**src/mkte_pkg.sv**
```systemverilog
// mkte_pkg: shared types, codes and character tables for the multi-tap keypad text entry core
// no dependencies; imported by every module of the block but mkte_ram
package mkte_pkg;

    // defaults for the top level parameters
    localparam int TEXT_DEPTH_DEF = 512;
    localparam int MAX_RUN_DEF    = 32;

    // fixed field widths
    localparam int CMD_W    = 2;
    localparam int KEY_W    = 4;
    localparam int ACT_W    = 3;
    localparam int CHAR_W   = 7;
    localparam int LEN_W    = 10;
    localparam int RUN_W    = 6;
    localparam int MAXLEN_W = 10;
    localparam int ROW_W    = 5 * CHAR_W;

    localparam logic [MAXLEN_W-1:0] MAX_LEN_RESET = 10'd512;

    // input commands
    localparam logic [CMD_W-1:0] CMD_KEY       = 2'd0;
    localparam logic [CMD_W-1:0] CMD_GROUP_END = 2'd1;
    localparam logic [CMD_W-1:0] CMD_RESTART   = 2'd2;

    // key codes
    localparam logic [KEY_W-1:0] KEY_NINE   = 4'd9;
    localparam logic [KEY_W-1:0] KEY_STAR   = 4'd10;
    localparam logic [KEY_W-1:0] KEY_HASH   = 4'd11;
    localparam logic [KEY_W-1:0] KEY_LETTER = 4'd12;

    // keys after a double star
    localparam logic [KEY_W-1:0] SEL_BACKSPACE = 4'd2;
    localparam logic [KEY_W-1:0] SEL_LOWER     = 4'd5;
    localparam logic [KEY_W-1:0] SEL_NUMERIC   = 4'd6;
    localparam logic [KEY_W-1:0] SEL_SYMBOL    = 4'd7;
    localparam logic [KEY_W-1:0] SEL_UPPER     = 4'd8;
    localparam logic [KEY_W-1:0] SEL_WORD_DEL  = 4'd9;

    localparam logic [CHAR_W-1:0] CHAR_SPACE = 7'h20;
    localparam logic [CHAR_W-1:0] CHAR_ZERO  = 7'h30;
    localparam logic [CHAR_W-1:0] CHAR_UC_A  = 7'h41;
    localparam logic [CHAR_W-1:0] CHAR_UC_Z  = 7'h5a;
    localparam logic [CHAR_W-1:0] CASE_DIFF  = 7'h20;

    typedef enum logic [1:0] {
        MODE_LOWER   = 2'd0,
        MODE_UPPER   = 2'd1,
        MODE_NUMERIC = 2'd2,
        MODE_SYMBOL  = 2'd3
    } t_mode;

    typedef enum logic [ACT_W-1:0] {
        ACT_APPEND    = 3'd0,
        ACT_REMOVE    = 3'd1,
        ACT_TRUNCATE  = 3'd2,
        ACT_READ_BACK = 3'd3,
        ACT_FINISHED  = 3'd4
    } t_action;

    typedef enum logic [3:0] {
        ST_IDLE,
        ST_DECODE,
        ST_CLOSE,
        ST_RUN,
        ST_APPEND,
        ST_FINISH,
        ST_CONT,
        ST_POST,
        ST_WD_INIT,
        ST_WD_SKIP,
        ST_WD_WORD,
        ST_WD_EMIT,
        ST_FLUSH
    } t_state;

    // controller to datapath
    typedef struct packed {
        logic capture;
        logic restart;
        logic hit;
        logic close;
        logic open_run;
        logic clr_armed;
        logic set_mode;
        logic append;
        logic finish;
        logic backspace;
        logic read_back;
        logic p_load;
        logic p_dec;
        logic wd_commit;
        logic wd_emit;
        logic flush;
    } t_ctrl;

    // datapath to controller
    typedef struct packed {
        logic [CMD_W-1:0] in_cmd;
        logic [KEY_W-1:0] in_key;
        logic             run_open;
        logic             run_match;
        logic             run_digit;
        logic             run_more;
        logic             armed;
        logic             done;
        logic             full;
        logic             lim_next;
        logic             count_zero;
        logic             p_zero;
        logic             rd_space;
        logic             emit_ok;
        logic             pend_valid;
        logic             out_free;
    } t_status;

    typedef struct packed {
        logic [2:0]       len;
        logic [ROW_W-1:0] chars;   // entry 0 in the low bits
    } t_row;

    // remainder of a 6-bit value by a small length, by shifted subtraction
    function automatic logic [2:0] mod_small(input logic [RUN_W-1:0] v, input logic [2:0] len);
        logic [8:0] r;
        logic [8:0] m;
        r = 9'(v);
        for (int s = 4; s >= 0; s--) begin
            m = 9'(len) << s;
            if (r >= m) begin
                r = r - m;
            end
        end
        return r[2:0];
    endfunction

    // character rows: alpha " ,.?0" "!:;#1" "ABC2" .. "WXYZ9", symbol "=0" "<([{1" "@$&%2" ..
    function automatic t_row tab_row(input logic sym, input logic [KEY_W-1:0] key);
        t_row row;
        row = '{len: 3'd1, chars: '0};
        if (sym) begin
            case (key)
                4'd0: row = '{len: 3'd2, chars: {7'h00, 7'h00, 7'h00, 7'h30, 7'h3d}};
                4'd1: row = '{len: 3'd5, chars: {7'h31, 7'h7b, 7'h5b, 7'h28, 7'h3c}};
                4'd2: row = '{len: 3'd5, chars: {7'h32, 7'h25, 7'h26, 7'h24, 7'h40}};
                4'd3: row = '{len: 3'd5, chars: {7'h33, 7'h7d, 7'h5d, 7'h29, 7'h3e}};
                4'd4: row = '{len: 3'd5, chars: {7'h34, 7'h2f, 7'h2a, 7'h2d, 7'h2b}};
                4'd5: row = '{len: 3'd3, chars: {7'h00, 7'h00, 7'h35, 7'h60, 7'h27}};
                4'd6: row = '{len: 3'd2, chars: {7'h00, 7'h00, 7'h00, 7'h36, 7'h22}};
                4'd7: row = '{len: 3'd2, chars: {7'h00, 7'h00, 7'h00, 7'h37, 7'h5e}};
                4'd8: row = '{len: 3'd3, chars: {7'h00, 7'h00, 7'h38, 7'h7c, 7'h5c}};
                4'd9: row = '{len: 3'd3, chars: {7'h00, 7'h00, 7'h39, 7'h7e, 7'h5f}};
                default: row = '{len: 3'd1, chars: '0};
            endcase
        end else begin
            case (key)
                4'd0: row = '{len: 3'd5, chars: {7'h30, 7'h3f, 7'h2e, 7'h2c, 7'h20}};
                4'd1: row = '{len: 3'd5, chars: {7'h31, 7'h23, 7'h3b, 7'h3a, 7'h21}};
                4'd2: row = '{len: 3'd4, chars: {7'h00, 7'h32, 7'h43, 7'h42, 7'h41}};
                4'd3: row = '{len: 3'd4, chars: {7'h00, 7'h33, 7'h46, 7'h45, 7'h44}};
                4'd4: row = '{len: 3'd4, chars: {7'h00, 7'h34, 7'h49, 7'h48, 7'h47}};
                4'd5: row = '{len: 3'd4, chars: {7'h00, 7'h35, 7'h4c, 7'h4b, 7'h4a}};
                4'd6: row = '{len: 3'd4, chars: {7'h00, 7'h36, 7'h4f, 7'h4e, 7'h4d}};
                4'd7: row = '{len: 3'd5, chars: {7'h37, 7'h53, 7'h52, 7'h51, 7'h50}};
                4'd8: row = '{len: 3'd4, chars: {7'h00, 7'h38, 7'h56, 7'h55, 7'h54}};
                4'd9: row = '{len: 3'd5, chars: {7'h39, 7'h5a, 7'h59, 7'h58, 7'h57}};
                default: row = '{len: 3'd1, chars: '0};
            endcase
        end
        return row;
    endfunction

    // character produced when a digit run of h presses closes
    function automatic logic [CHAR_W-1:0] close_char(input t_mode mode,
                                                     input logic [KEY_W-1:0] key,
                                                     input logic [RUN_W-1:0] h);
        t_row              row;
        logic [2:0]        idx;
        logic [CHAR_W-1:0] c;
        row = tab_row(mode == MODE_SYMBOL, key);
        idx = mod_small(h - RUN_W'(1), row.len);
        c   = row.chars[idx*CHAR_W +: CHAR_W];
        if (mode == MODE_NUMERIC) begin
            c = CHAR_ZERO + CHAR_W'(key);
        end else if (mode == MODE_LOWER && c >= CHAR_UC_A && c <= CHAR_UC_Z) begin
            c = c + CASE_DIFF;
        end
        return c;
    endfunction

endpackage

```
**src/mkte_ctrl.sv**
```systemverilog
// mkte_ctrl: sequencing state machine for one keypad transaction at a time
// depends on mkte_pkg; commands mkte_dpath
module mkte_ctrl
    import mkte_pkg::*;
(
    input  logic    i_clk,
    input  logic    i_rst_n,
    input  logic    i_in_valid,
    output logic    o_in_ready,
    input  t_status i_status,
    output t_ctrl   o_ctrl
);

    t_state r_state, n_state;
    logic   w_sel_taken;

    // keys that a double star turns into a selector action
    assign w_sel_taken = i_status.armed &&
        (i_status.in_key == SEL_BACKSPACE || i_status.in_key == SEL_LOWER ||
         i_status.in_key == SEL_NUMERIC || i_status.in_key == SEL_SYMBOL ||
         i_status.in_key == SEL_UPPER || i_status.in_key == SEL_WORD_DEL ||
         i_status.in_key == KEY_HASH);

    always_ff @(posedge i_clk) begin
        if (!i_rst_n) begin
            r_state <= ST_IDLE;
        end else begin
            r_state <= n_state;
        end
    end

    always_comb begin
        n_state    = r_state;
        o_ctrl     = '0;
        o_in_ready = 1'b0;
        case (r_state)
            ST_IDLE: begin
                o_in_ready = 1'b1;
                if (i_in_valid) begin
                    o_ctrl.capture = 1'b1;
                    n_state        = ST_DECODE;
                end
            end
            ST_DECODE: begin
                case (i_status.in_cmd)
                    CMD_RESTART: begin
                        o_ctrl.restart = 1'b1;
                        n_state        = ST_FLUSH;
                    end
                    CMD_KEY: begin
                        if (i_status.done) begin
                            n_state = ST_FLUSH;
                        end else if (i_status.run_open && i_status.run_match) begin
                            o_ctrl.hit = 1'b1;
                            n_state    = ST_FLUSH;
                        end else begin
                            n_state = ST_CLOSE;
                        end
                    end
                    CMD_GROUP_END: begin
                        n_state = i_status.done ? ST_FLUSH : ST_CLOSE;
                    end
                    default: n_state = ST_FLUSH;
                endcase
            end
            ST_CLOSE: begin
                if (!i_status.run_open) begin
                    n_state = ST_CONT;
                end else begin
                    o_ctrl.close = 1'b1;
                    n_state      = i_status.run_digit ? ST_RUN : ST_CONT;
                end
            end
            ST_RUN: begin
                n_state = i_status.run_more ? ST_APPEND : ST_CONT;
            end
            ST_APPEND: begin
                if (i_status.emit_ok) begin
                    if (i_status.full) begin
                        n_state = ST_FINISH;
                    end else begin
                        o_ctrl.append = 1'b1;
                        n_state       = i_status.lim_next ? ST_FINISH : ST_RUN;
                    end
                end
            end
            ST_FINISH: begin
                if (i_status.emit_ok) begin
                    o_ctrl.finish = 1'b1;
                    n_state       = ST_FLUSH;
                end
            end
            ST_CONT: begin
                if (i_status.in_cmd == CMD_KEY) begin
                    n_state = ST_POST;
                end else begin
                    o_ctrl.clr_armed = 1'b1;
                    n_state          = ST_FLUSH;
                end
            end
            ST_POST: begin
                if (i_status.emit_ok) begin
                    o_ctrl.clr_armed = 1'b1;
                    n_state          = ST_FLUSH;
                    if (w_sel_taken) begin
                        case (i_status.in_key)
                            SEL_BACKSPACE: o_ctrl.backspace = 1'b1;
                            SEL_WORD_DEL:  n_state = ST_WD_INIT;
                            KEY_HASH:      o_ctrl.read_back = 1'b1;
                            default:       o_ctrl.set_mode = 1'b1;
                        endcase
                    end else if (i_status.in_key == KEY_HASH) begin
                        n_state = ST_FINISH;
                    end else if (i_status.in_key < KEY_LETTER) begin
                        o_ctrl.open_run = 1'b1;
                    end
                end
            end
            ST_WD_INIT: begin
                if (i_status.count_zero) begin
                    n_state = ST_WD_EMIT;
                end else begin
                    o_ctrl.p_load = 1'b1;
                    n_state       = ST_WD_SKIP;
                end
            end
            // walk back over trailing spaces
            ST_WD_SKIP: begin
                if (!i_status.p_zero && i_status.rd_space) begin
                    o_ctrl.p_dec = 1'b1;
                end else if (!i_status.p_zero) begin
                    o_ctrl.p_dec = 1'b1;
                    n_state      = ST_WD_WORD;
                end else begin
                    o_ctrl.wd_commit = 1'b1;
                    n_state          = ST_WD_EMIT;
                end
            end
            // walk back over the word itself
            ST_WD_WORD: begin
                if (!i_status.p_zero && !i_status.rd_space) begin
                    o_ctrl.p_dec = 1'b1;
                end else begin
                    o_ctrl.wd_commit = 1'b1;
                    n_state          = ST_WD_EMIT;
                end
            end
            ST_WD_EMIT: begin
                if (i_status.emit_ok) begin
                    o_ctrl.wd_emit = 1'b1;
                    n_state        = ST_FLUSH;
                end
            end
            ST_FLUSH: begin
                if (!i_status.pend_valid) begin
                    n_state = ST_IDLE;
                end else if (i_status.out_free) begin
                    o_ctrl.flush = 1'b1;
                    n_state      = ST_IDLE;
                end
            end
            default: n_state = ST_IDLE;
        endcase
    end

endmodule

```
**config.mk**
```make
export PLATFORM = sky130hd
export DESIGN_NAME = mkte_ctrl
export DESIGN_NICKNAME = d
export VERILOG_FILES = /design/src/mkte_pkg.sv /design/src/mkte_ctrl.sv
export SDC_FILE = /design/constraint.sdc
export NUM_CORES = 1
export LEC_CHECK = 0
export ABC_CLOCK_PERIOD_IN_PS = 3700
export BUFFER_PORTS_ARGS = -buffer_cell sky130_fd_sc_hd__buf_2
export CAP_MARGIN = 20
export CORE_UTILIZATION = 49
export CTS_CLUSTER_DIAMETER = 200
export CTS_CLUSTER_SIZE = 24
export DETAILED_ROUTE_END_ITERATION = 8
export PLACE_DENSITY_LB_ADDON = 0.08
export SLEW_MARGIN = 20
export SYNTH_ARGS = -nofsm -noshare
export SYNTH_HDL_FRONTEND = slang
export SYNTH_SLANG_ARGS = --single-unit
```
**constraint.sdc**
```tcl
create_clock -name i_clk -period 3.7 [get_ports i_clk]
set_input_delay 0.185 -clock i_clk [delete_from_list [all_inputs] [get_ports i_clk]]
set_output_delay 0.185 -clock i_clk [all_outputs]
set_load 0.02 [all_outputs]
```
Word-level counts from Yosys, hierarchy flattened
Index checks and enable logic that the tools add are counted.
- $lt $le $gt $ge: 1
- equal/unequal tests: 28
- mux-type cells: 67
- reductions and logical operators: 17
- operator list (operator ; number):
    4-bit 2-to-1 mux ; 14
    4-bit one-hot mux with 12 select lines ; 1
    1-bit 2-to-1 mux ; 37
    4-bit equality test, second input constant ; 8
    4-bit by 3-bit equality test with 1-bit output, second input constant ; 7
    3-bit 2-to-1 mux ; 6
    4-bit by 2-bit equality test with 1-bit output, second input constant ; 3
    2-bit 2-to-1 mux ; 6
    2-bit inequality test, second input constant ; 5
    4-bit one-hot mux with 2 select lines ; 1
    7-bit AND reduction ; 1
    1-bit logical OR ; 6
    4-bit by 1-bit equality test with 1-bit output, second input constant ; 1
    1-bit logical AND ; 4
    4-bit zero test ; 1
    4-bit less-than comparator, second input constant ; 1
    2-bit one-hot mux with 2 select lines ; 1
    3-bit inequality test, second input constant ; 1
    3-bit OR reduction ; 1
    2-bit by 1-bit equality test with 1-bit output, second input constant ; 1
    2-bit equality test, second input constant ; 1
    1-bit zero test ; 2
    2-bit zero test ; 1
    2-bit by 1-bit inequality test with 1-bit output, second input constant ; 1
    2 further kinds ; 2
- flip-flop bits (word level): 4
- bits of input ports: 23
- word-level logic and storage cells: 114

Logic depth before layout (Yosys ltp)
- word-level depth: 11
- depth in mapped cells: 7

Worst setup path after synthesis
OpenSTA, ideal clock, no wires.
- path kind: reg-to-output
- start point: register r_state[0]
- end point: output port o_ctrl[13] (netlist bit)
- arrival: 1.527 ns
- data required time: 3.515 ns
- path slack: 1.988 ns
- cell stages (with the launch flop): 5
- path buffers: 1
- path through: dfxtp_1 > buf_6 > nor2b_1 > nand2_1 > nor4_1
- RTL lines (what ; line ; RTL):
    from (decl) ; mkte_ctrl.sv:14 ; t_state r_state, n_state;
    from (signal assigned) ; mkte_ctrl.sv:28 ; r_state <= n_state;
    to (decl) ; mkte_ctrl.sv:11 ; output t_ctrl o_ctrl

==> reports/qor.yml <==
clock_tree:
  clk_latency_ns: 0.23
  holdBufCountCts: 0
  numCtsBuffers: 3
  cts_sinks: 4
  clockBufferDepth: 2
  tritoncts: "yes"
  htreeDepth: 1
  postCtsSetupRepairBufs: 0
  cts-resized-gates: 0
  clk_pin_slew_worst_paths_ns: 0.04
  cts-root-buf: "clkbuf_4"
layout:
  nets: 178
  largest_reg_flops: 4
  top_register: "r_state"
  drive_above_1_share: 0.340
  area_growth_pct: 19.3
  largestRegisters: "r_state (4)"
  num_antenna_cells: 0
  n_fill_cell: 151
  design_area_sq_um: 991
  final_core_util: 0.643
setup_path:
  crit_chain: "nor2b_1, nand2_1, nor4_1, buf_2"
  start_kind: "flip-flop"
  rr_worst_depth: 5
  cp_max_fo: 24
  cp.arrival_ns: 1.86
  worstReg2RegEnd: "r_state[0]"
  critPathKind: "flip-flop to output pin"
  rrSetupSlack_ns: 1.81
  path_buf_inv: 1
  crit_path_max_incr_delay_ns: 0.77
  critPathRequiredTime_ns: 3.51
  cp_slowest_cell: "dfxtp_1"
  rr_startpoint: "r_state[0]"
  critical_path.top_delay_family: "flip-flops"
  cp-end-kind: "output pin"
timing:
  fin_skew_ns: 0.00274
  finalSetupViolCount: 0
  fin_crit_sh: 0.552
  max_slew_margin: 0.520
  worst_pin_slew_ns: 0.719
  hold_violations: 0
  max_freq_mhz: 489
  finalCriticalPeriod_ns: 2.04
  fin_ws_ns: 1.66
  rsz0062_at_grt: "no"
  tns_ns: 0
  slew_violations: 0
route:
  dr.first_iter.drc_count: 39
  wl_per_cell_microns: 12.6
  via_count: 1019
  wl_mm: 2.13
  drtAntennaViolNets: 0
  dr.pass1.iters: 4
  drc: 0
  viasPerCell: 6.03
logic_synthesis:
  yosysMostFrequentCell: "nand2_1"
  yosys-top-cells-area: "dfxtp_1 9.6%, buf_6 6.8%, nand2_1 5.9%"
  synth_top_family_by_area: "simple AND/OR/NAND/NOR gates"
  synthTopCellsByCount: "13 x nand2_1, 10 x nor2_1, 8 x a21oi_1"
  async_flop_share: 0
  syn_inst: 118
  synth_fa_ha_area_frac: 0
  synth_flop_cell: "dfxtp_1"
  ys_seq_area_frac: 0.0964
  synth.avg_cell_area_sq_um: 7.04
  synthXorXnorAreaFrac: 0
  synth_top_cell_area_share: 0.0964
  ys_seq_elements: 4
  synthMuxAreaShare: 0
  synthDistinctLibCells: 40
  synth_nets: 141
  synth-simple-area-share: 0.494
  synth_compound_area_frac: 0.298
  synth_area_sq_um: 831
  synth_edf_count: 0
  yosysWarnings: 0
  yosys.area.top_type: "dfxtp_1"
outcome:
  outcome: "completed"
grt:
  grt_overflow: 0
  grt_antenna_before_repair: 0
  grt_pass1_vias: 791
  grt.total_usage: 0.227
  grt_max_degree: 25
  grt_pass1_wl_mm: 3.35
placed_design:
  portBuffers: 39
  place_ws_ns: 1.84
  dpl_cell_area_sq_um: 968
  dp_hpwl_mm: 1.64
  place.gp.congestion: 0.870
pwr:
  p_leak_nw: 0.431
  p_per_area_mw_per_mm2: 516
  ir_drop_uv: 228
floorplan:
  core_area_sq_mm: 0.00154
  initial_core_util: 0.539
  die_y_microns: 43.2
  fp.dieArea_sq_mm: 0.00186
  num_rows: 14
  die_w_microns: 43.2
  ioPinCount: 40
min_path:
  holdPathStages: 3
  min_to: "r_state[3]"
  hp-class: "input pin to flip-flop"
  hp-start: "i_rst_n"
flow_run:
  drv_cap: 0
power breakdown:
group | switching (W) | internal, W | leakage, nW
registers | 0.0000793 | 0.0000593 | 0.0329
logic | 0.000173 | 0.000148 | 0.384
clock network | 0.0000160 | 0.0000361 | 0.0138
area by class of cell:
cell class / count / area [sq um] / share of cell area
Clock buffer: 3 / 22.5 / 0.0227
Sequential cell: 4 / 80.1 / 0.0808
Tap cell: 16 / 20.0 / 0.0202
Multi-Input combinational cell: 103 / 658 / 0.664
Inverter: 4 / 15.0 / 0.0152
Timing Repair Buffer: 39 / 195 / 0.197
cells by family after synthesis:
family	after synthesis
and+or+nand+nor	70
AOI/OAI and AO/OA	33
buffers and inverters	11
DFF	4
per-stage QoR:
stage,cells,hold slack (ns),power (W)
floorplan,118,0.379,0.000411
CTS,169,0.297,0.000507
global placement,166,0.519,0.000451
detailed placement,166,0.533,0.000454
global route,169,0.311,0.000557
finish,169,0.300,0.000511
tightest hold or removal path: stages:
cell       delay [ns]
buf_2            0.12
o2111ai_2        0.11
o2bb2ai_1        0.06
per-layer routing:
metal  routed length, microns  track usage
met1                      941        0.304
met5                        0            0
met4                       36       0.0727
met3                      163       0.0340
met2                      987        0.370
layout by cell type (no fill, tap or decap), drive strengths merged, types with 4 or more instances in the layout:
master    n
a211oi    4
a21oi     8
buf      39
dfxtp     4
inv       4
nand2    13
nand2b    7
nand3     5
nor2     10
nor2b     4
nor3      7
nor3b     5
nor4      5
o21ai     5
o2bb2ai   4
worst max-delay path by stage:
stage	startpoint	end	slack, ns	cells after the start
finish	r_state[0]	o_ctrl[13]	1.66	4
global route	r_state[0]	o_ctrl[13]	1.46	4
CTS	r_state[0]	o_ctrl[13]	1.68	4
detailed placement	r_state[0]	r_state[1]	1.84	5
global placement	r_state[1]	r_state[3]	1.91	5
floorplan	r_state[0]	o_ctrl[13]	1.99	4
(Power assumes the default switching activity.)
